--- config.mk ---
export PLATFORM = sky130hd
export DESIGN_NAME = sipu_step
export DESIGN_NICKNAME = d
export VERILOG_FILES = /design/src/sipu_pkg.sv /design/src/sipu_step.sv
export SDC_FILE = /design/constraint.sdc
export NUM_CORES = 1
export LEC_CHECK = 0
export BUFFER_PORTS_ARGS = -buffer_cell sky130_fd_sc_hd__buf_2
export CAP_MARGIN = 20
export CORE_AREA = 2 2 199 201
export DETAILED_ROUTE_END_ITERATION = 8
export DIE_AREA = 0 0 201 203
export PLACE_DENSITY_LB_ADDON = 0.05
export SETUP_SLACK_MARGIN = 0.2
export SYNTH_ARGS = -nofsm -noshare
export SYNTH_HDL_FRONTEND = slang
export SYNTH_SLANG_ARGS = --single-unit
export TNS_END_PERCENT = 50
--- constraint.sdc ---
create_clock -name i_clk -period 9.2 [get_ports i_clk]
set_input_delay 1.38 -clock i_clk [delete_from_list [all_inputs] [get_ports i_clk]]
set_output_delay 1.38 -clock i_clk [all_outputs]
set_load 0.02 [all_outputs]
--- src/sipu_pkg.sv ---
// ============================================================================
// sipu_pkg
// Shared types, constants and tables of the spectral index pixel unit.
// ============================================================================
package sipu_pkg;

    // Sample and result widths.
    localparam int SAMPLE_W = 16;
    localparam int NBANDS   = 7;
    localparam int NUM_W    = 32;          // signed numerator
    localparam int DEN_W    = 24;          // signed divisor
    localparam int QUO_W    = 15;          // quotient bits below the clip limit
    localparam int ROOT_W   = 26;          // square root bits
    localparam int SREM_W   = 51;          // square root radicand bits
    localparam int ITER_N   = ROOT_W;      // iteration stages
    localparam int STEP_W   = 5;

    localparam logic signed [SAMPLE_W-1:0] NODATA_IN  = 16'sh8000;
    localparam logic signed [15:0]         NODATA_OUT = 16'sh8000;
    localparam logic signed [15:0]         MAX_VAL    = 16'sd32767;

    // Index select codes.
    typedef enum logic [3:0] {
        IDX_NBR   = 4'd0,
        IDX_NBR2  = 4'd1,
        IDX_EVI   = 4'd2,
        IDX_SAVI  = 4'd3,
        IDX_MSAVI = 4'd4,
        IDX_NDVI  = 4'd5,
        IDX_NDMI  = 4'd6,
        IDX_TCB   = 4'd7,
        IDX_TCG   = 4'd8,
        IDX_TCW   = 4'd9,
        IDX_SR    = 4'd10,
        IDX_CL    = 4'd11,
        IDX_HZ    = 4'd12
    } t_index;

    // Tasseled cap weights (x10000) for bands 1, 2, 3, 4, 5 and 7.
    localparam logic signed [14:0] TC_W [3][6] = '{
        '{ 15'sd2043,  15'sd4158,  15'sd5524, 15'sd5741,  15'sd3124,  15'sd2303},
        '{-15'sd1603, -15'sd2819, -15'sd4934, 15'sd7940, -15'sd2,    -15'sd1446},
        '{ 15'sd315,   15'sd2021,  15'sd3102, 15'sd1594, -15'sd6806, -15'sd6109}
    };

    // Bands that each index reads, band 1 in the lowest bit.
    function automatic logic [NBANDS-1:0] used_mask(input logic [3:0] sel);
        logic [NBANDS-1:0] m;
        case (sel)
            IDX_NBR:                    m = 7'h48;
            IDX_NBR2:                   m = 7'h50;
            IDX_EVI:                    m = 7'h0D;
            IDX_SAVI, IDX_MSAVI,
            IDX_NDVI, IDX_SR:           m = 7'h0C;
            IDX_NDMI:                   m = 7'h18;
            IDX_TCB, IDX_TCG, IDX_TCW:  m = 7'h5F;
            IDX_CL:                     m = 7'h21;
            IDX_HZ:                     m = 7'h05;
            default:                    m = 7'h00;
        endcase
        return m;
    endfunction

    // Work carried through the shared divide and square root stages.
    typedef struct packed {
        logic                     bad;
        logic                     divide;
        logic                     neg;
        logic                     clip;
        logic signed [17:0]       t;
        logic                     cec;
        logic [NUM_W-2:0]         rdiv;
        logic [DEN_W-2:0]         dmag;
        logic [QUO_W-1:0]         quo;
        logic [SREM_W-1:0]        srem;
        logic [ROOT_W-1:0]        root;
    } t_iter;

endpackage

--- src/sipu_step.sv ---
// ============================================================================
// sipu_step
// One iteration stage: one square root bit and, where i_idx allows, one quotient bit or the clip test.
// ============================================================================
module sipu_step
    import sipu_pkg::*;
(
    input  logic              i_clk,
    input  logic              i_rst_n,
    input  logic              i_en,
    input  logic [STEP_W-1:0] i_idx,
    input  logic              i_vld,
    input  t_iter             i_d,
    output logic              o_vld,
    output t_iter             o_d
);

    logic              r_vld;
    t_iter             r_d;
    t_iter             n_d;
    logic [5:0]        sb;
    logic [SREM_W:0]   trial;
    logic [3:0]        kk;
    logic [NUM_W+QUO_W-2:0] dsh;
    logic [NUM_W+QUO_W-2:0] rext;

    // Square root bit and divide step of this stage.
    always_comb begin
        n_d   = i_d;
        sb    = 6'(ROOT_W - 1) - {1'b0, i_idx};
        trial = ((SREM_W+1)'(i_d.root) << (sb + 6'd1))
              + ((SREM_W+1)'(1) << {sb, 1'b0});
        if ({1'b0, i_d.srem} >= trial) begin
            n_d.srem = i_d.srem - trial[SREM_W-1:0];
            n_d.root = i_d.root | (ROOT_W'(1) << sb);
        end
        kk   = 4'(QUO_W) - i_idx[3:0];
        rext = (NUM_W+QUO_W-1)'(i_d.rdiv);
        dsh  = (NUM_W+QUO_W-1)'(i_d.dmag) << kk;
        if (i_idx == '0) begin
            // Quotient of 32768 or more clips.
            n_d.clip = rext >= {i_d.dmag, QUO_W'(0)};
        end else if (i_idx <= STEP_W'(QUO_W)) begin
            if (rext >= dsh) begin
                n_d.rdiv = i_d.rdiv - dsh[NUM_W-2:0];
                n_d.quo  = i_d.quo | (QUO_W'(1) << kk);
            end
        end
    end

    always_ff @(posedge i_clk) begin
        if (!i_rst_n) begin
            r_vld <= 1'b0;
        end else if (i_en) begin
            r_vld <= i_vld;
        end
    end

    always_ff @(posedge i_clk) begin
        if (i_en) begin
            r_d <= n_d;
        end
    end

    assign o_vld = r_vld;
    assign o_d   = r_d;

endmodule
==> After elaboration in Yosys (flattened, before gate mapping) <==
Cells that the tools add are included.
{ "op_classes": {"n_addsub": 6, "n_mul": 0, "n_div": 0, "order_cmp": 4, "eq_ne": 0, "shifts": 5, "muxes": 8, "bitwise": 2, "n_reduce_logical": 1} }
{ "ops": {"columns": ["op", "n"], "rows": [
  ["31-bit two-way mux", 3],
  ["77-bit two-way mux", 1],
  ["52-bit adder", 1],
  ["51-bit by 52-bit greater-or-equal comparator with 1-bit output", 1],
  ["1-bit by 7-bit left shift with 52-bit output (first input constant)", 1],
  ["26-bit by 6-bit left shift with 52-bit output", 1],
  ["51-bit subtractor", 1],
  ["31-bit by 46-bit greater-or-equal comparator with 1-bit output", 1],
  ["23-bit by 4-bit left shift with 46-bit output", 1],
  ["15-bit two-way mux", 3],
  ["31-bit by 38-bit greater-or-equal comparator with 1-bit output", 1],
  ["31-bit subtractor", 1],
  ["26-bit OR", 1],
  ["1-bit by 6-bit left shift with 26-bit output (first input constant)", 1],
  ["15-bit OR", 1],
  ["1-bit by 4-bit left shift with 15-bit output (first input constant)", 1],
  ["6-bit by 1-bit adder with 6-bit output (second input constant)", 1],
  ["5-bit by 5-bit subtractor with 6-bit output (first input constant)", 1],
  ["5-bit by 4-bit <= comparator with 1-bit output (second input constant)", 1],
  ["5-bit logical NOT", 1],
  ["4-bit subtractor (first input constant)", 1],
  ["1-bit two-way mux", 1]
]} }
{ "word_totals": {"register_bits": 170, "latch_bits": 0, "ramBits": 0, "rom_bits": 0, "in_bits": 178, "output_inout_bits": 170, "elab_cells": 38, "memories": 0} }

==> Longest topological paths before layout <==
Gate-level depths: netlist (run 1).
{ "depth": {"ltp_word": 6, "mapped_depth": 41} }

==> Worst setup path after synthesis (run 1) <==
Ideal clock, no wire load.
{ "synth_path": {"path_type": "in2reg", "startpoint": "in i_idx[2]", "endpoint": "reg r_d (netlist bit o_d[73]), data pin", "t_arrival_ns": 9.284, "t_required_ns": 8.940, "slack_ns": -0.344, "path_stages": 39, "n_path_buf": 10, "cell_sequence": "buf_2 inv_1 clkbuf_1 clkbuf_1 ha_1 clkbuf_1 and2_1 a221oi_1 a211oi_1 buf_2 nand2_1 clkbuf_1 clkbuf_1 nor3_1 ha_1 a41oi_1 o21bai_1 a31o_2 (+3 left out) a21bo_2 a21oi_1 o21bai_1 xnor2_1 ha_1 clkbuf_1 a21oi_1 o21ai_0 a21oi_1 o221ai_1 a21o_1 a31o_2 a221o_1 a221oi_1 nor3_4 buf_6 buf_6 mux2_4"} }
{ "synth_rtl": {"columns": ["element", "line_no", "source"], "rows": [
  ["from (decl)", "sipu_step.sv:11", "input logic [STEP_W-1:0] i_idx,"],
  ["to (signal assigned)", "sipu_step.sv:61", "r_d <= n_d;"],
  ["to (decl)", "sipu_step.sv:19", "t_iter r_d;"]
]} }

==> results of run 1 <==
## registers in the layout, summed over array words and instances (netlist names)
register,flops
o_vld,1
o_d,169
## placed cells by master (no fill, tap or decap), types with 16 or more instances in the layout
cell / count
xnor2_1: 60
nor2b_1: 23
nand2_1: 171
o21bai_1: 16
mux2_1: 47
buf_2: 346
edfxtp_1: 169
nor2_1: 144
mux2i_1: 66
mux4_2: 26
o21a_1: 20
nor3_1: 37
a21oi_1: 126
o31ai_1: 24
ha_1: 134
o21ai_0: 117
a211oi_1: 18
xor2_1: 43
mux2_2: 26
and3_1: 30
nand4_1: 27
inv_1: 80
and2_1: 22
nand3_1: 42
a31oi_1: 26
clkbuf_16: 17
buf_4: 61
a21o_1: 92
## cell usage after synthesis (24+ instances only)
library cell	number	area (sq um)
inv_1	80	300.3
nand3_1	42	210.2
nor3_1	37	185.2
clkbuf_1	54	202.7
nand4_1	27	168.9
o21ai_0	117	585.6
nand2_1	171	641.9
and3_1	30	187.7
a31oi_1	26	162.7
ha_1	134	1677
mux2_2	26	292.8
a21o_1	92	690.7
edfxtp_1	169	5075
xnor2_1	60	525.5
o31ai_1	24	180.2
mux2_1	47	529.3
nor2_1	144	540.5
mux4_2	26	585.6
xor2_1	43	376.6
a21oi_1	128	640.6
mux2i_1	66	660.6
## metal layers
metal	part of all wire (%)	up-vias
li1	-	7850
met1	40	7764
met2	52	487
met3	4.5	109
met4	3.2	14
met5	0.15	-
## logic make-up after synthesis
family          count (synthesis)  share of synthesized area, %
compound gates                584                         22.86
simple gates                  554                         15.40
buf+inv                       178                         4.327
flops                         170                         29.67
mux                           168                         12.31
fa+ha+maj                     136                         9.996
xor+xnor                      105                         5.442
## critical path, delay by kind of cell
family                     cells  cell delay, ns
muxes                          2            0.79
and+or+nand+nor                6            0.70
xor gates and xnor gates       1            0.16
AOI/OAI and AO/OA             17            3.65
adders and majority gates      3            1.45
buffers and inverters          4            0.54
## power breakdown
| part | total [W] | leakage (nW) | switching [W] | internal [W] |
|---|---|---|---|---|
| Combinational | 0.00186 | 7.00 | 0.00112 | 0.000740 |
| Sequential | 0.00103 | 1.66 | 0.0000271 | 0.00101 |
| Clock | 0.000747 | 0.288 | 0.000381 | 0.000366 |
| Total | 0.00364 | 8.95 | 0.00153 | 0.00211 |
## worst paths after layout
kind             from       to  slack (ns)  depth (start not counted)
max          i_idx[1]  o_d[32]        0.68                         33
min             o_vld    o_vld        0.52                          2
max reg2reg     o_vld    o_vld        8.60                          2
min reg2reg     o_vld    o_vld        0.52                          2
## layout make-up
| class | count | share of cell area (%) |
|---|---|---|
| multi-input cells | 1547 | 56.04 |
| flip-flops and latches | 170 | 25.12 |
| repair buffers | 411 | 11.15 |
| well taps | 518 | 3.195 |
| clock buffers | 17 | 2.097 |
| inverters | 82 | 1.517 |
| clock inverters | 15 | 0.8759 |
| diodes | 1 | 0.01234 |
## per-stage QoR
| stage | setup slack (ns) | cell area [sq um] | std cells | power (W) | hold slack (ns) |
|---|---|---|---|---|---|
| final | 0.6760 | 20280 | 2761 | 0.003638 | 0.5205 |
| after global routing | 0.2578 | 20280 | 2761 | 0.003865 | 0.5410 |
| after CTS | 0.7470 | 20270 | 2760 | 0.003654 | 0.5260 |
| after detailed placement | 0.2397 | 19670 | 2728 | 0.002890 | 0.5115 |
| after global placement | 0.3534 | 19670 | 2728 | 0.002894 | 0.4976 |
| after floorplan | 0.2135 | 17200 | 1895 | 0.002336 | 0.5893 |
## timing repair
item / CTS / global route
endpoints found under the hold margin: 0 / 0
resized for setup: 0 / 1
setup endpoints to repair: 0 / 39
buffers inserted: 0 / 0
==> out/metrics.yaml, run 1 <==
global_route:
  use_met2_pct: 52.32
  grt-busiest-layer: "met2"
  antenna_found_initial: 8
  grtUsageMet1_pct: 34.17
  grt_remaining_overflow: 0
  grt_pass1_vias: 15943
  grt_max_degree: 99
  grt_usage_pct: 28.81
  met3_usage_pct: 4.414
  grt_pass1_wl_mm: 91.18
power_and_ir_drop:
  ir_drop_mv: 0.1591
  power_density_nw_per_um2: 179.4
  power.leakage_nw: 8.945
yosys:
  synthArstFlopShare_pct: 0
  synth_cells: 1895
  yosys_warnings: 0
  syn_area_sq_um: 17170
  synth-seq-area-share_pct: 29.67
  yosys_register_bits: 170
  synth-edff-count: 169
  ys_types: 88
  synth_flop_cell: "edfxtp_1"
  synth.avg_cell_area_sq_um: 9.063
  syn_nets: 2209
placed_design:
  gp_congestion: 1.001
  dp.final_hpwl_mm: 48.35
  port_buffers: 347
critical_path:
  critPathArrivalTime_ns: 8.75
  crit_path_end_kind: "flop"
  worstSetupPathType: "input port to flop"
  critPathRequiredTime_ns: 9.43
  slowest_delay_ns: 0.64
  crit_slowest_cell: "ha_1"
  start_kind: "input port"
  crit_fanout: 45
routing:
  wl_per_cell_microns: 21.61
  vias_per_cell: 5.876
  vias: 16224
  routed_wl_mm: 59.67
  firstDrtPassIters: 5
  drcViolationCount: 0
  drtIter0Drc: 1216
  ant_nets: 0
job:
  maxCapViolCount: 0
floorplanning:
  io_pins: 348
  initial_utilization_pct: 44.65
  die_w_microns: 201
  rows: 72
  die_h_microns: 203
  coreArea_sq_um: 38470
  die_area_sq_um: 40800
sta:
  slew_headroom_pct: 35.72
  maxSlewViolCount: 0
  fmaxAchievable_mhz: 117.3
  hold_viol_final: 0
  fin_crit_sh_pct: 92.65
  worst_pin_slew_ns: 0.9642
  setup_tns_ns: 0
  skew_ns: 0
  finalCriticalPeriod_ns: 8.524
  rsz0062_at_grt: "no"
  setup_violations: 0
clocking:
  cts_max_path_buffers: 2
  cts_tree: "done"
  cts.sinks: 170
  numCtsBuffers: 17
  clk_pin_slew_worst_paths_ns: 0.08
  cts_hold_buf: 0
  htreeDepth: 4
  clock_latency_ns: 0.48
  cts-root-buf: "clkbuf_16"
final_layout:
  fin_nets: 2543
  postLayoutCoreUtil_pct: 52.73
  n_fill_cell: 3679
  final_layout_size_suffix_gt1_share_pct: 24.22
  seq_area_sq_um: 5095
  syn_to_final_growth_pct: 18.10
  multi_input_area_sq_um: 11370
status:
  status: "completed"
min_path:
  min_path_type: "flop to flop"
Note: power is estimated with default switching activity, not from simulation.
==> inputs of run 2 (changes only) <==
--- a/config.mk
+++ b/config.mk
@@ -12,2 +12,3 @@
 export DIE_AREA = 0 0 201 203
+export GPL_TIMING_DRIVEN = 0
 export PLACE_DENSITY_LB_ADDON = 0.05
--- a/constraint.sdc
+++ b/constraint.sdc
@@ -3,2 +3,2 @@
 set_output_delay 1.38 -clock i_clk [all_outputs]
-set_load 0.02 [all_outputs]
+set_load 0.005 [all_outputs]
==> out/metrics.yaml, run 2 (same netlist as run 1, synthesis figures left out) <==
clocking:
  clk_pin_slew_worst_paths_ns: 0.07
  clock_latency_ns: 0.47
  htreeDepth: 4
  cts-root-buf: "clkbuf_16"
  cts_tree: "done"
  cts_max_path_buffers: 2
  cts.sinks: 170
  cts_hold_buf: 0
  numCtsBuffers: 17
status:
  status: "completed"
floorplanning:
  coreArea_sq_um: 38470
  die_w_microns: 201
  die_h_microns: 203
  io_pins: 348
  initial_utilization_pct: 44.65
  die_area_sq_um: 40800
  rows: 72
sta:
  slew_headroom_pct: 41.96
  setup_slack_ns: 0.4506
  setup_tns_ns: 0
  worst_pin_slew_ns: 0.8648
  fmaxAchievable_mhz: 114.3
  setup_violations: 0
  skew_ns: 0
  fin_crit_sh_pct: 95.10
  maxSlewViolCount: 0
  rsz0062_at_grt: "no"
  hold_viol_final: 0
  finalCriticalPeriod_ns: 8.749
critical_path:
  crit_fanout: 11
  crit_path_end_kind: "flop"
  crit_slowest_cell: "a2111oi_4"
  worstSetupPathType: "input port to flop"
  critPathArrivalTime_ns: 8.96
  slowest_delay_ns: 0.43
  start_kind: "input port"
  critPathRequiredTime_ns: 9.41
routing:
  routed_wl_mm: 63.78
  vias: 16785
  drcViolationCount: 0
  wl_per_cell_microns: 22.53
  ant_nets: 0
  vias_per_cell: 5.929
  drtIter0Drc: 1078
  firstDrtPassIters: 5
placed_design:
  port_buffers: 347
  dp_slack_ns: -2.360
  dp.final_hpwl_mm: 51.76
  gp_congestion: 0.9864
final_layout:
  layout_common_cells: "354 x buf_2, 170 x nand2_1, 169 x edfxtp_1"
  n_fill_cell: 3677
  final_layout_size_suffix_gt1_share_pct: 27.49
  fin_nets: 2611
  mostFrequentLayoutCell: "buf_2"
  syn_to_final_growth_pct: 23.47
  largest_register_ff_count: 169
global_route:
  grt_pass1_vias: 16500
  grt-busiest-layer: "met2"
  antenna_found_initial: 9
  grt_usage_pct: 30.39
  grt_remaining_overflow: 0
  met3_usage_pct: 5.586
  grt_pass1_wl_mm: 95.39
  grtUsageMet1_pct: 33.94
  use_met2_pct: 55.75
  grt_max_degree: 98
power_and_ir_drop:
  ir_drop_mv: 0.1444
  power.leakage_nw: 9.218
  finalPower_w: 0.003594
  power_density_nw_per_um2: 169.5
min_path:
  min_path_type: "flop to flop"
job:
  maxCapViolCount: 0
run 2: cell count changes in the layout (fill, tap and decap cells not counted), moves of 6 or more:
cell / before / now
buf_2: 346 / 354
clkbuf_4: 0 / 10
ha_1: 134 / 127
o21ai_0: 117 / 103
o21ai_1: 2 / 10
a21oi_1: 126 / 120
o21ai_2: 0 / 6
buf_6: 1 / 11
buf_1: 0 / 8
clkbuf_1: 0 / 31
buf_4: 61 / 45
clkbuf_2: 0 / 8
run 2: power breakdown:
group	switching (W)	total (W)	internal [W]
logic	0.00105	0.00182	0.000771
clock network	0.000356	0.000740	0.000384
registers	0.0000245	0.00103	0.00101
total	0.00143	0.00359	0.00216
run 2: worst max-delay path: cells and delay by family:
kind            cells  cell delay, ns
xor+xnor            1            0.17
mux                 1            0.35
compound gates     17            3.77
fa+ha+maj           3            0.67
simple gates        6            0.63
buf+inv            14            1.95
run 2: final timing paths:
| check | endpoint | slack [ns] | cells past startpoint | from |
|---|---|---|---|---|
| max reg2reg | o_vld | 8.61 | 2 | o_vld |
| max | o_d[36] | 0.45 | 42 | i_idx[2] |
| min | o_vld | 0.52 | 2 | o_vld |
| min reg2reg | o_vld | 0.52 | 2 | o_vld |
run 2: what timing repair did:
item	4_1_cts	5_1_grt
hold endpoints to repair	0	0
setup buffers	16	20
gates resized for setup	115	85
endpoints found under the setup margin	77	77
pin swaps	17	26
run 2: metal layers:
layer | up-vias | wire (microns)
li1 | 8008 | -
met1 | 8090 | 24840
met2 | 535 | 32640
met3 | 140 | 3145
met4 | 12 | 3065
met5 | - | 81
run 2: stage by stage:
stage          cell area [sq um]  util [%]  hold slack, ns  instances
3_3_place_gp               19590     50.92          0.5040       2760
4_1_cts                    20750     53.95          0.5241       2808
2_1_floorplan              17200         -          0.5073       1895
3_5_place_dp               19630     51.02          0.5066       2761
6_report                   21210     55.13          0.5205       2831
5_1_grt                    21210     55.13          0.5426       2831
run 2: final cells by class:
cell class / count / area [sq um] / area share, %
plain buffers: 95 / 654.4 / 3.086
repair buffers: 384 / 2061 / 9.718
flip-flops and latches: 170 / 5095 / 24.03
clock buffers: 18 / 429.2 / 2.024
diodes: 3 / 7.507 / 0.03540
clock inverters: 14 / 151.4 / 0.7139
multi-input cells: 1547 / 11840 / 55.85
well taps: 518 / 648.1 / 3.056
inverters: 82 / 315.3 / 1.487
